--- config.mk ---
export PLATFORM = sky130hd
export DESIGN_NAME = lfu_cache_table_flat
export DESIGN_NICKNAME = d
export VERILOG_FILES = /design/src/lfu_pkg.sv /design/src/lfu_req_if.sv /design/src/lfu_rsp_if.sv /design/src/lfu_cell.sv /design/src/lfu_cache_table.sv /design/src/flat_wrapper.sv
export SDC_FILE = /design/constraint.sdc
export NUM_CORES = 2
export LEC_CHECK = 0
export ABC_AREA = 0
export BUFFER_PORTS_ARGS = -buffer_cell sky130_fd_sc_hd__buf_2
export CAP_MARGIN = 15
export CORE_MARGIN = 2
export CORE_UTILIZATION = 57
export DETAILED_ROUTE_END_ITERATION = 6
export GPL_TIMING_DRIVEN = 0
export PLACE_DENSITY = 0.72
export SYNTH_ARGS = -nofsm -noshare
export SYNTH_HDL_FRONTEND = slang
export SYNTH_SLANG_ARGS = --single-unit
--- constraint.sdc ---
create_clock -name clk_i -period 7.5 [get_ports clk_i]
set_input_delay 1.5 -clock clk_i [delete_from_list [all_inputs] [get_ports clk_i]]
set_output_delay 1.5 -clock clk_i [all_outputs]
set_load 0.01 [all_outputs]
--- src/lfu_pkg.sv ---
// Shared constants, types and cell command encoding for the LFU cache table.
// No dependencies; every other file of the block refers to it by scoped names.
package lfu_pkg;

  // Table geometry
  localparam int NumCells = 16;
  localparam int IdxW     = $clog2(NumCells);
  localparam int RankW    = IdxW;
  localparam int SettleW  = $clog2(NumCells + 1);

  // Field widths
  localparam int KeyW   = 32;
  localparam int DataW  = 32;
  localparam int CountW = 16;
  localparam int CapW   = 5;
  localparam int CntW   = (SettleW > CapW) ? SettleW : CapW;

  localparam logic [CountW-1:0] CountMax = {CountW{1'b1}};
  localparam logic [CapW-1:0]   CapReset = CapW'(NumCells);

  // Request operation codes
  localparam logic OpGet = 1'b0;
  localparam logic OpPut = 1'b1;

  typedef logic [IdxW-1:0]   idx_t;
  typedef logic [RankW-1:0]  rank_t;
  typedef logic [CountW-1:0] count_t;
  typedef logic [KeyW-1:0]   key_t;
  typedef logic [DataW-1:0]  data_t;

  // Update broadcast to every cell
  typedef enum logic [1:0] {
    CmdNone,
    CmdTouch,
    CmdInsert
  } cell_op_e;

  typedef struct packed {
    cell_op_e op;
    logic     wr_data;   // touch also overwrites the stored value
    logic     do_evict;  // insert follows removal of a victim
    rank_t    rank_ref;  // rank of the touched cell or of the victim
    key_t     key;
    data_t    data;
  } cell_cmd_t;

  // Best eviction candidate seen so far along the chain
  typedef struct packed {
    logic   found;
    count_t count;
    rank_t  rank;
    idx_t   idx;
  } cand_t;

endpackage

--- src/lfu_req_if.sv ---
// Request channel of the LFU cache table: valid/ready plus one request word.
// Depends on lfu_pkg for field widths.
interface lfu_req_if;
  logic                       valid;
  logic                       ready;
  logic                       operation;
  logic [lfu_pkg::KeyW-1:0]   key;
  logic [lfu_pkg::DataW-1:0]  value;

  modport source (output valid, output operation, output key, output value, input ready);
  modport sink   (input valid, input operation, input key, input value, output ready);
endinterface

--- src/lfu_rsp_if.sv ---
// Response channel of the LFU cache table: valid/ready plus one result word.
// Depends on lfu_pkg for field widths.
interface lfu_rsp_if;
  logic                       valid;
  logic                       ready;
  logic                       hit;
  logic [lfu_pkg::DataW-1:0]  read_value;
  logic                       evicted;
  logic [lfu_pkg::KeyW-1:0]   evicted_key;

  modport source (output valid, output hit, output read_value, output evicted,
                  output evicted_key, input ready);
  modport sink   (input valid, input hit, input read_value, input evicted,
                  input evicted_key, output ready);
endinterface

--- src/lfu_cell.sv ---
// One entry of the LFU table: key, value, use count, recency rank, and one
// stage of the victim search chain. Depends on lfu_pkg.
module lfu_cell (
  input  logic               clk_i,
  input  logic               rst_ni,
  input  lfu_pkg::idx_t      cell_idx_i,
  input  lfu_pkg::cell_cmd_t cmd_i,
  input  logic               sel_i,
  input  logic               evict_i,
  input  lfu_pkg::key_t      req_key_i,
  input  lfu_pkg::cand_t     cand_i,
  output logic               valid_o,
  output logic               match_o,
  output lfu_pkg::key_t      key_o,
  output lfu_pkg::data_t     data_o,
  output lfu_pkg::rank_t     rank_o,
  output lfu_pkg::cand_t     cand_o
);

  logic            valid_q, valid_d;
  lfu_pkg::key_t   key_q, key_d;
  lfu_pkg::data_t  data_q, data_d;
  lfu_pkg::count_t count_q, count_d;
  lfu_pkg::rank_t  rank_q, rank_d;
  lfu_pkg::cand_t  cand_q, cand_d;
  logic            own_better;

  // Apply the broadcast update
  always_comb begin
    valid_d = valid_q;
    key_d   = key_q;
    data_d  = data_q;
    count_d = count_q;
    rank_d  = rank_q;
    unique case (cmd_i.op)
      lfu_pkg::CmdTouch: begin
        if (sel_i) begin
          rank_d = '0;
          if (count_q != lfu_pkg::CountMax) begin
            count_d = count_q + 1'b1;
          end
          if (cmd_i.wr_data) begin
            data_d = cmd_i.data;
          end
        end else if (valid_q && (rank_q < cmd_i.rank_ref)) begin
          rank_d = rank_q + 1'b1;
        end
      end
      lfu_pkg::CmdInsert: begin
        if (sel_i) begin
          valid_d = 1'b1;
          key_d   = cmd_i.key;
          data_d  = cmd_i.data;
          count_d = lfu_pkg::CountW'(1);
          rank_d  = '0;
        end else if (evict_i) begin
          valid_d = 1'b0;
        end else if (valid_q) begin
          // entries behind the victim close the gap, then all age by one
          if (!(cmd_i.do_evict && (rank_q > cmd_i.rank_ref))) begin
            rank_d = rank_q + 1'b1;
          end
        end
      end
      default: ;
    endcase
  end

  // Keep the lower count, or the older entry on equal counts
  always_comb begin
    own_better = valid_q &&
                 (!cand_i.found || (count_q < cand_i.count) ||
                  ((count_q == cand_i.count) && (rank_q > cand_i.rank)));
    if (own_better) begin
      cand_d.found = 1'b1;
      cand_d.count = count_q;
      cand_d.rank  = rank_q;
      cand_d.idx   = cell_idx_i;
    end else begin
      cand_d = cand_i;
    end
  end

  always_ff @(posedge clk_i or negedge rst_ni) begin
    if (!rst_ni) begin
      valid_q <= 1'b0;
      cand_q  <= '0;
    end else begin
      valid_q <= valid_d;
      cand_q  <= cand_d;
    end
  end

  always_ff @(posedge clk_i) begin
    key_q   <= key_d;
    data_q  <= data_d;
    count_q <= count_d;
    rank_q  <= rank_d;
  end

  assign valid_o = valid_q;
  assign match_o = valid_q && (key_q == req_key_i);
  assign key_o   = key_q;
  assign data_o  = data_q;
  assign rank_o  = rank_q;
  assign cand_o  = cand_q;

endmodule

--- src/lfu_cache_table.sv ---
// LFU cache table: a 16-entry fully associative key/value store that evicts
// the least frequently used entry, oldest first on equal counts. Each request
// word is accepted in idle, then matched and committed in the match state
// when it is a get, a put that hits, or a put that finds room. A put to an
// absent key on a full table takes its victim from a chain of cells that
// passes the best candidate one cell per clock; such a put waits in the walk
// state until the chain has settled after the last table update. A result
// word waiting on the response channel holds the next request at its commit,
// and so holds off the input until the result word is taken.
// Depends on lfu_pkg, lfu_req_if, lfu_rsp_if and lfu_cell.
module lfu_cache_table (
  input  logic                       clk_i,
  input  logic                       rst_ni,
  lfu_req_if.sink                    req_i,
  lfu_rsp_if.source                  rsp_o,
  input  logic                       cfg_we_i,
  input  logic [lfu_pkg::CapW-1:0]   cfg_data_i
);

  localparam logic [1:0] StIdle  = 2'd0;
  localparam logic [1:0] StMatch = 2'd1;
  localparam logic [1:0] StWalk  = 2'd2;

  logic [1:0] state_q, state_d;

  logic [lfu_pkg::CapW-1:0]    cap_q;
  logic                        req_op_q;
  lfu_pkg::key_t               req_key_q;
  lfu_pkg::data_t              req_data_q;
  logic [lfu_pkg::SettleW-1:0] settle_q, settle_d;

  logic                 rsp_valid_q;
  logic                 rsp_hit_q, rsp_hit_d;
  lfu_pkg::data_t       rsp_value_q, rsp_value_d;
  logic                 rsp_evicted_q, rsp_evicted_d;
  lfu_pkg::key_t        rsp_evkey_q, rsp_evkey_d;

  logic [lfu_pkg::NumCells-1:0] valid_vec, match_vec, sel_vec, evict_vec, avail_vec;
  lfu_pkg::key_t                key_arr  [lfu_pkg::NumCells];
  lfu_pkg::data_t               data_arr [lfu_pkg::NumCells];
  lfu_pkg::rank_t               rank_arr [lfu_pkg::NumCells];
  lfu_pkg::cand_t               cand_in  [lfu_pkg::NumCells];
  lfu_pkg::cand_t               cand_out [lfu_pkg::NumCells];
  lfu_pkg::cand_t               victim;

  lfu_pkg::cell_cmd_t           cmd;
  logic                         req_accept, slot_free, commit, settled, hit;
  lfu_pkg::data_t               hit_data;
  lfu_pkg::rank_t               hit_rank;
  lfu_pkg::key_t                victim_key;
  logic [lfu_pkg::CntW-1:0]     n_valid, cap_eff;
  logic [lfu_pkg::NumCells-1:0] free_sel;
  logic                         free_found;

  assign req_accept = req_i.valid && req_i.ready;
  assign req_i.ready = (state_q == StIdle);
  assign slot_free  = !rsp_valid_q || rsp_o.ready;
  assign settled    = (settle_q == lfu_pkg::SettleW'(lfu_pkg::NumCells));
  assign victim     = cand_out[lfu_pkg::NumCells-1];

  // Row of cells; candidate passes from each cell to the next
  for (genvar g = 0; g < lfu_pkg::NumCells; g++) begin : g_cell
    if (g == 0) begin : g_head
      assign cand_in[g] = '0;
    end else begin : g_link
      assign cand_in[g] = cand_out[g-1];
    end
    lfu_cell u_cell (
      .clk_i      (clk_i),
      .rst_ni     (rst_ni),
      .cell_idx_i (lfu_pkg::IdxW'(g)),
      .cmd_i      (cmd),
      .sel_i      (sel_vec[g]),
      .evict_i    (evict_vec[g]),
      .req_key_i  (req_key_q),
      .cand_i     (cand_in[g]),
      .valid_o    (valid_vec[g]),
      .match_o    (match_vec[g]),
      .key_o      (key_arr[g]),
      .data_o     (data_arr[g]),
      .rank_o     (rank_arr[g]),
      .cand_o     (cand_out[g])
    );
  end

  // Gather hit word, fill level, victim slot and first free slot
  always_comb begin
    hit_data   = '0;
    hit_rank   = '0;
    victim_key = '0;
    n_valid    = '0;
    evict_vec  = '0;
    for (int i = 0; i < lfu_pkg::NumCells; i++) begin
      if (match_vec[i]) begin
        hit_data = hit_data | data_arr[i];
        hit_rank = hit_rank | rank_arr[i];
      end
      n_valid = n_valid + lfu_pkg::CntW'(valid_vec[i]);
      if ((state_q == StWalk) && victim.found && (victim.idx == lfu_pkg::IdxW'(i))) begin
        evict_vec[i] = 1'b1;
        victim_key   = key_arr[i];
      end
    end
    hit = |match_vec;
    if (lfu_pkg::CntW'(cap_q) > lfu_pkg::CntW'(lfu_pkg::NumCells)) begin
      cap_eff = lfu_pkg::CntW'(lfu_pkg::NumCells);
    end else begin
      cap_eff = lfu_pkg::CntW'(cap_q);
    end
  end

  assign avail_vec = ~valid_vec | evict_vec;

  always_comb begin
    free_sel   = '0;
    free_found = 1'b0;
    for (int i = 0; i < lfu_pkg::NumCells; i++) begin
      if (avail_vec[i] && !free_found) begin
        free_sel[i] = 1'b1;
        free_found  = 1'b1;
      end
    end
  end

  // Sequencer: decide the update and the result word
  always_comb begin
    state_d       = state_q;
    commit        = 1'b0;
    sel_vec       = '0;
    cmd           = '0;
    cmd.op        = lfu_pkg::CmdNone;
    cmd.key       = req_key_q;
    cmd.data      = req_data_q;
    rsp_hit_d     = 1'b0;
    rsp_value_d   = '0;
    rsp_evicted_d = 1'b0;
    rsp_evkey_d   = '0;
    unique case (state_q)
      StIdle: begin
        if (req_accept) begin
          state_d = StMatch;
        end
      end
      StMatch: begin
        if (req_op_q == lfu_pkg::OpGet) begin
          rsp_hit_d   = hit;
          rsp_value_d = hit ? hit_data : '0;
          commit      = slot_free;
          if (commit && hit) begin
            cmd.op       = lfu_pkg::CmdTouch;
            cmd.rank_ref = hit_rank;
            sel_vec      = match_vec;
          end
        end else if (cap_eff == '0) begin
          commit = slot_free;
        end else if (hit) begin
          rsp_hit_d = 1'b1;
          commit    = slot_free;
          if (commit) begin
            cmd.op       = lfu_pkg::CmdTouch;
            cmd.wr_data  = 1'b1;
            cmd.rank_ref = hit_rank;
            sel_vec      = match_vec;
          end
        end else if (n_valid < cap_eff) begin
          commit = slot_free;
          if (commit) begin
            cmd.op  = lfu_pkg::CmdInsert;
            sel_vec = free_sel;
          end
        end else begin
          state_d = StWalk;
        end
        if (commit) begin
          state_d = StIdle;
        end
      end
      StWalk: begin
        rsp_evicted_d = 1'b1;
        rsp_evkey_d   = victim_key;
        commit        = settled && slot_free;
        if (commit) begin
          cmd.op       = lfu_pkg::CmdInsert;
          cmd.do_evict = 1'b1;
          cmd.rank_ref = victim.rank;
          sel_vec      = free_sel;
          state_d      = StIdle;
        end
      end
      default: begin
        state_d = StIdle;
      end
    endcase
  end

  // Restart the settle count on every table update
  always_comb begin
    if (cmd.op != lfu_pkg::CmdNone) begin
      settle_d = '0;
    end else if (!settled) begin
      settle_d = settle_q + 1'b1;
    end else begin
      settle_d = settle_q;
    end
  end

  always_ff @(posedge clk_i or negedge rst_ni) begin
    if (!rst_ni) begin
      state_q     <= StIdle;
      cap_q       <= lfu_pkg::CapReset;
      settle_q    <= '0;
      rsp_valid_q <= 1'b0;
    end else begin
      state_q  <= state_d;
      settle_q <= settle_d;
      if (cfg_we_i) begin
        cap_q <= cfg_data_i;
      end
      if (commit) begin
        rsp_valid_q <= 1'b1;
      end else if (rsp_o.ready) begin
        rsp_valid_q <= 1'b0;
      end
    end
  end

  // Hold the request word and the result word
  always_ff @(posedge clk_i) begin
    if (req_accept) begin
      req_op_q   <= req_i.operation;
      req_key_q  <= req_i.key;
      req_data_q <= req_i.value;
    end
    if (commit) begin
      rsp_hit_q     <= rsp_hit_d;
      rsp_value_q   <= rsp_value_d;
      rsp_evicted_q <= rsp_evicted_d;
      rsp_evkey_q   <= rsp_evkey_d;
    end
  end

  assign rsp_o.valid       = rsp_valid_q;
  assign rsp_o.hit         = rsp_hit_q;
  assign rsp_o.read_value  = rsp_value_q;
  assign rsp_o.evicted     = rsp_evicted_q;
  assign rsp_o.evicted_key = rsp_evkey_q;

`ifndef NO_ASSERTIONS
  // keys stay unique among valid entries
  assert property (@(posedge clk_i) disable iff (!rst_ni) $onehot0(match_vec))
    else $error("more than one cell matches the request key");

  // an eviction always has a settled victim
  assert property (@(posedge clk_i) disable iff (!rst_ni)
                   (state_q == StWalk && commit) |-> (victim.found && settled))
    else $error("eviction committed without a victim");

  // an insert targets exactly one free slot, which is valid afterwards
  assert property (@(posedge clk_i) disable iff (!rst_ni)
                   (cmd.op == lfu_pkg::CmdInsert) |->
                   ($onehot(sel_vec) && ((sel_vec & avail_vec) == sel_vec)))
    else $error("insert without a single free slot");

  // a result word is only written outside idle
  assert property (@(posedge clk_i) disable iff (!rst_ni)
                   commit |-> (state_q != StIdle))
    else $error("result committed while idle");
`endif

endmodule
--- src/flat_wrapper.sv ---
// flat-port wrapper written by rule: the top's interface ports become plain ports
module lfu_cache_table_flat 
  (clk_i, rst_ni, cfg_we_i, cfg_data_i, req_i_valid, req_i_operation, req_i_key, req_i_value, req_i_ready, rsp_o_valid, rsp_o_hit, rsp_o_read_value, rsp_o_evicted, rsp_o_evicted_key, rsp_o_ready);
  lfu_req_if req_i_i ();
  lfu_rsp_if rsp_o_i ();
  input  logic clk_i;
  input  logic rst_ni;
  input  logic cfg_we_i;
  input  logic [lfu_pkg::CapW-1:0] cfg_data_i;
  input wire logic [$bits(req_i_i.valid)-1:0] req_i_valid;
  input wire logic [$bits(req_i_i.operation)-1:0] req_i_operation;
  input wire logic [$bits(req_i_i.key)-1:0] req_i_key;
  input wire logic [$bits(req_i_i.value)-1:0] req_i_value;
  output wire logic [$bits(req_i_i.ready)-1:0] req_i_ready;
  output wire logic [$bits(rsp_o_i.valid)-1:0] rsp_o_valid;
  output wire logic [$bits(rsp_o_i.hit)-1:0] rsp_o_hit;
  output wire logic [$bits(rsp_o_i.read_value)-1:0] rsp_o_read_value;
  output wire logic [$bits(rsp_o_i.evicted)-1:0] rsp_o_evicted;
  output wire logic [$bits(rsp_o_i.evicted_key)-1:0] rsp_o_evicted_key;
  input wire logic [$bits(rsp_o_i.ready)-1:0] rsp_o_ready;
  assign req_i_i.valid = req_i_valid;
  assign req_i_i.operation = req_i_operation;
  assign req_i_i.key = req_i_key;
  assign req_i_i.value = req_i_value;
  assign req_i_ready = req_i_i.ready;
  assign rsp_o_valid = rsp_o_i.valid;
  assign rsp_o_hit = rsp_o_i.hit;
  assign rsp_o_read_value = rsp_o_i.read_value;
  assign rsp_o_evicted = rsp_o_i.evicted;
  assign rsp_o_evicted_key = rsp_o_i.evicted_key;
  assign rsp_o_i.ready = rsp_o_ready;
  lfu_cache_table u_core (.clk_i(clk_i), .rst_ni(rst_ni), .req_i(req_i_i), .rsp_o(rsp_o_i), .cfg_we_i(cfg_we_i), .cfg_data_i(cfg_data_i));
endmodule
==> load_flow_metrics.sql <==
INSERT INTO impl_metrics (metric_group, metric, value, unit) VALUES
('global_routing', 'largest_net_degree_at_the_start_of_global_routing', '119', ''),
('drt', 'dr.pass1.iters', '7', ''),
('flow_run', 'max-cap-violations', '0', ''),
('status', 'run_status', 'complete, but fails checks', ''),
('synth', 'post_synth_net_total', '7891', ''),
('timing', 'final_period_minus_worst_setup_slack', '7.67', 'ns'),
('setup_path', 'end_kind', 'register', ''),
('synth', 'yosys.cell_types.count', '82', ''),
('timing', 'final_hold_viol_count', '0', ''),
('synth', 'synthCells', '7393', ''),
('floorplanning', 'io_pins', '143', ''),
('hold_path', 'min-delay-path-class', 'reg -> reg', ''),
('synth', 'ranking_of_synthesized_cells_by_area', 'sky130_fd_sc_hd__edfxtp_1 48%, sky130_fd_sc_hd__dfrtp_1 11%, sky130_fd_sc_hd__ha_1 5.6%', ''),
('floorplanning', 'starting_utilization_of_the_core_area', '57.3', '%'),
('setup_path', 'timing.critical_path.buf_inv', '5', ''),
('setup_path', 'worst-setup-path-type', 'reg -> reg', ''),
('synth', 'seq_area_frac_synth', '59.1', '%'),
('status', 'violations', 'DRC, setup timing', ''),
('finish', 'finish.cell_count_without_fillers', '10200', ''),
('timing', 'final.setup_skew', '0.0498', 'ns'),
('pwr', 'p_per_area', '298', 'mW/mm^2'),
('drt', 'drc', '7', ''),
('floorplanning', 'rows', '147', ''),
('timing', 'unrepaired_setup_endpoints_after_global_routing', 'true', ''),
('synth', 'synth_enable_flop_cells', '1475', ''),
('clocking', 'clock_latency', '0.87', 'ns'),
('setup_path', 'slowest_stage', 'sky130_fd_sc_hd__edfxtp_1', ''),
('synth', 'syn_avg_cell_area', '12.4', 'sq um'),
('drt', 'drt.antenna.violating_nets', '0', ''),
('timing', 'tightest_slew', '1.43', 'ns'),
('global_routing', 'first_pass_grt_wire_length', '461', 'mm'),
('finish', 'fin_nets', '8383', ''),
('pwr', 'ir_worst_vdd', '0.269', 'mV'),
('synth', 'post_synthesis_instance_area', '0.0917', 'sq mm'),
('drt', 'wl', '326', 'mm'),
('synth', 'async_set_or_reset_register_ratio_after_synthesis', '21.2', '%'),
('setup_path', 'path_max_fanout', '17', ''),
('floorplanning', 'die_h', '405', 'um'),
('clocking', 'clk_transition_reported_paths', '0.06', 'ns'),
('clocking', 'cts_tree', 'yes', ''),
('finish', 'layout_common_cells', '1475 x sky130_fd_sc_hd__edfxtp_1, 552 x sky130_fd_sc_hd__xor2_1, 423 x sky130_fd_sc_hd__nor2_1', ''),
('clocking', 'cts.htree.levels', '4', ''),
('setup_path', 'launching_element_type_of_the_critical_path', 'register', ''),
('drt', 'routed-via-count', '68500', ''),
('placed_design', 'place.detailed.instances', '9750', ''),
('setup_path', 'cp_data_arrival_time', '8.16', 'ns'),
('placed_design', 'finalWeightedCongestion', '1.02', ''),
('placed_design', 'input_output_buffers', '142', ''),
('synth', 'synth.yosys.warnings', '0', ''),
('global_routing', 'grt.total_usage', '39.3', '%'),
('pwr', 'total_power', '0.0312', 'W'),
('clocking', 'cts-root-to-sink-buffers', '3', ''),
('setup_path', 'critical-path-max-stage-delay', '0.98', 'ns'),
('pwr', 'p_leak', '38.4', 'nW'),
('clocking', 'numClockSinks', '1873', ''),
('timing', 'final.period_utilization', '102', '%'),
('finish', 'share_of_post_route_cells_with_drive_strength_above_1', '12.5', '%'),
('clocking', 'clk_root_buffer_cell', 'sky130_fd_sc_hd__clkbuf_16', ''),
('synth', 'flop_and_latch_count_out_of_synthesis', '1873', ''),
('setup_path', 'worst_ep_required_time', '8.00', 'ns'),
('global_routing', 'grt_pass1_vias', '64900', ''),
('timing', 'finalWorstSetupSlack', '-0.167', 'ns'),
('global_routing', 'grt_overflow', '0', ''),
('synth', 'synth_top_area_share', '48.3', '%'),
('timing', 'fmaxAchievable', '0.130', 'GHz'),
('setup_path', 'cell_chain_critical_path', 'buf_4, buf_6, xor2_1, nor4_1, nand3_1, nor4_2, clkbuf_1, clkbuf_2, a221oi_1, nand4_1, a21oi_2, buf_8, ha_1, o21ai_0, nand2b_1, a21oi_1, nor2_1, o32a_1, a21boi_1', ''),
('timing', 'setup-violations-final', '8', ''),
('clocking', 'tritoncts.num_buffers', '190', ''),
('timing', 'finalMaxSlewViolations', '0', ''),
('finish', 'area.growth.synth_to_final', '14.1', '%'),
('setup_path', 'critPathTopFamily', 'buffers and inverters', '');
[cell type report]
cell class	count	area [sq um]
fillers	11900	55500
flip-flops and latches	1873	54300
multi-input cells	4722	34700
clock buffers	264	5290
repair buffers	304	3140
well taps	2160	2700
plain buffers	414	2100
inverters	380	1440
clock inverters	95	1020
diodes	6	15.0
[worst paths after layout]
| path | slack, ns | from | endpoint | cells past startpoint |
|---|---|---|---|---|
| max | -0.17 | u_core.req_key_q[14] | u_core.g_cell[5].u_cell.rank_o[1] | 19 |
| min | 0.42 | u_core.g_cell[10].u_cell.cand_o[3] | u_core.g_cell[11].u_cell.cand_o[3] | 1 |
| max reg2reg | -0.17 | u_core.req_key_q[14] | u_core.g_cell[5].u_cell.rank_o[1] | 19 |
| min reg2reg | 0.42 | u_core.g_cell[10].u_cell.cand_o[3] | u_core.g_cell[11].u_cell.cand_o[3] | 1 |
| max in group asynchronous | 5.28 | rst_ni | u_core.g_cell[4].u_cell.cand_o[15] | 3 |
| min in group asynchronous | 0.56 | rst_ni | u_core.g_cell[11].u_cell.cand_o[17] | 1 |
[state kept, by name (all words and copies together) (netlist names), 64 cells and up]
signal / count
u_core.g_cell.u_cell.data_o: 512
u_core.g_cell.u_cell.key_o: 512
u_core.g_cell.u_cell.rank_o: 64
u_core.g_cell.u_cell.cand_o: 369
u_core.g_cell.u_cell.count_q: 256
[worst reg2reg max path, delay by kind of cell (launching register included)]
kind	cells	cell delay, ns
buffers and inverters	5	2.39
and+or+nand+nor	6	1.92
AOI/OAI and AO/OA	6	1.60
DFF	1	0.98
adders and majority gates	1	0.30
xor gates and xnor gates	1	0.13
[synth_stat cells, types with 34 or more instances]
cell,n
sky130_fd_sc_hd__and3_1,90
sky130_fd_sc_hd__a311o_1,41
sky130_fd_sc_hd__buf_1,42
sky130_fd_sc_hd__a22oi_1,136
sky130_fd_sc_hd__ha_1,413
sky130_fd_sc_hd__dfrtp_1,397
sky130_fd_sc_hd__a22o_1,116
sky130_fd_sc_hd__o22ai_1,60
sky130_fd_sc_hd__a21oi_1,238
sky130_fd_sc_hd__and2_1,71
sky130_fd_sc_hd__nand4_1,154
sky130_fd_sc_hd__nand2b_1,63
sky130_fd_sc_hd__o21ai_0,176
sky130_fd_sc_hd__nor4_1,97
sky130_fd_sc_hd__nor3_1,152
sky130_fd_sc_hd__a21o_1,59
sky130_fd_sc_hd__o221ai_1,99
sky130_fd_sc_hd__clkbuf_1,306
sky130_fd_sc_hd__nor2b_1,88
sky130_fd_sc_hd__a31oi_1,35
sky130_fd_sc_hd__xnor2_1,198
sky130_fd_sc_hd__xor2_1,552
sky130_fd_sc_hd__a211o_1,56
sky130_fd_sc_hd__inv_1,376
sky130_fd_sc_hd__and4_1,34
sky130_fd_sc_hd__mux2_2,167
sky130_fd_sc_hd__edfxtp_1,1475
sky130_fd_sc_hd__nor2_1,451
sky130_fd_sc_hd__o21a_1,44
sky130_fd_sc_hd__nand2_1,321
sky130_fd_sc_hd__a221oi_1,153
sky130_fd_sc_hd__nand3_1,363
[kinds of logic (layout without fill, tap and decap cells)]
| kind of cell | after synthesis | count (layout) | share of synthesized area [%] |
|---|---|---|---|
| fa+ha+maj | 423 | 423 | 5.85 |
| flops | 1873 | 1873 | 59.1 |
| other cells | 0 | 6 | 0 |
| xor+xnor | 750 | 750 | 7.16 |
| simple gates | 1965 | 1968 | 10.8 |
| buf+inv | 801 | 1457 | 3.69 |
| compound gates | 1406 | 1406 | 11.2 |
| mux | 175 | 175 | 2.14 |
[metal layers]
| metal | track usage, % | share of wire, % | routed length (um) |
|---|---|---|---|
| met5 | 0 | 0.035 | 115 |
| met4 | 19.4 | 5.7 | 18700 |
| met3 | 9.24 | 12 | 39700 |
| met2 | 57.8 | 43 | 141000 |
| met1 | 55.1 | 39 | 127000 |
[through the flow]
| step | instance area, sq um | hold slack (ns) | worst slack (ns) |
|---|---|---|---|
| 6_report | 105000 | 0.425 | -0.167 |
| 5_1_grt | 105000 | 0.448 | -0.00968 |
| 4_1_cts | 104000 | 0.431 | 0.000234 |
| 3_5_place_dp | 96600 | 0.418 | -2.02 |
| 3_3_place_gp | 95200 | 0.416 | -4.25 |
| 2_1_floorplan | 91800 | 0.404 | -0.626 |
[power by group]
part | switching, W | leakage, nW | internal, W
logic | 0.00452 | 17.3 | 0.00281
clock network | 0.00423 | 3.08 | 0.00548
registers | 0.00139 | 18.1 | 0.0128
total | 0.0101 | 38.4 | 0.0211
[repair_timing]
item	in CTS	in global routing
resized for setup	98	82
endpoints found under the setup margin	1616	1243
setup buffers	77	24
hold buffers	0	0
pin swaps	32	7
gates cloned	2	5
Note: power is estimated with default switching activity, not from simulation.
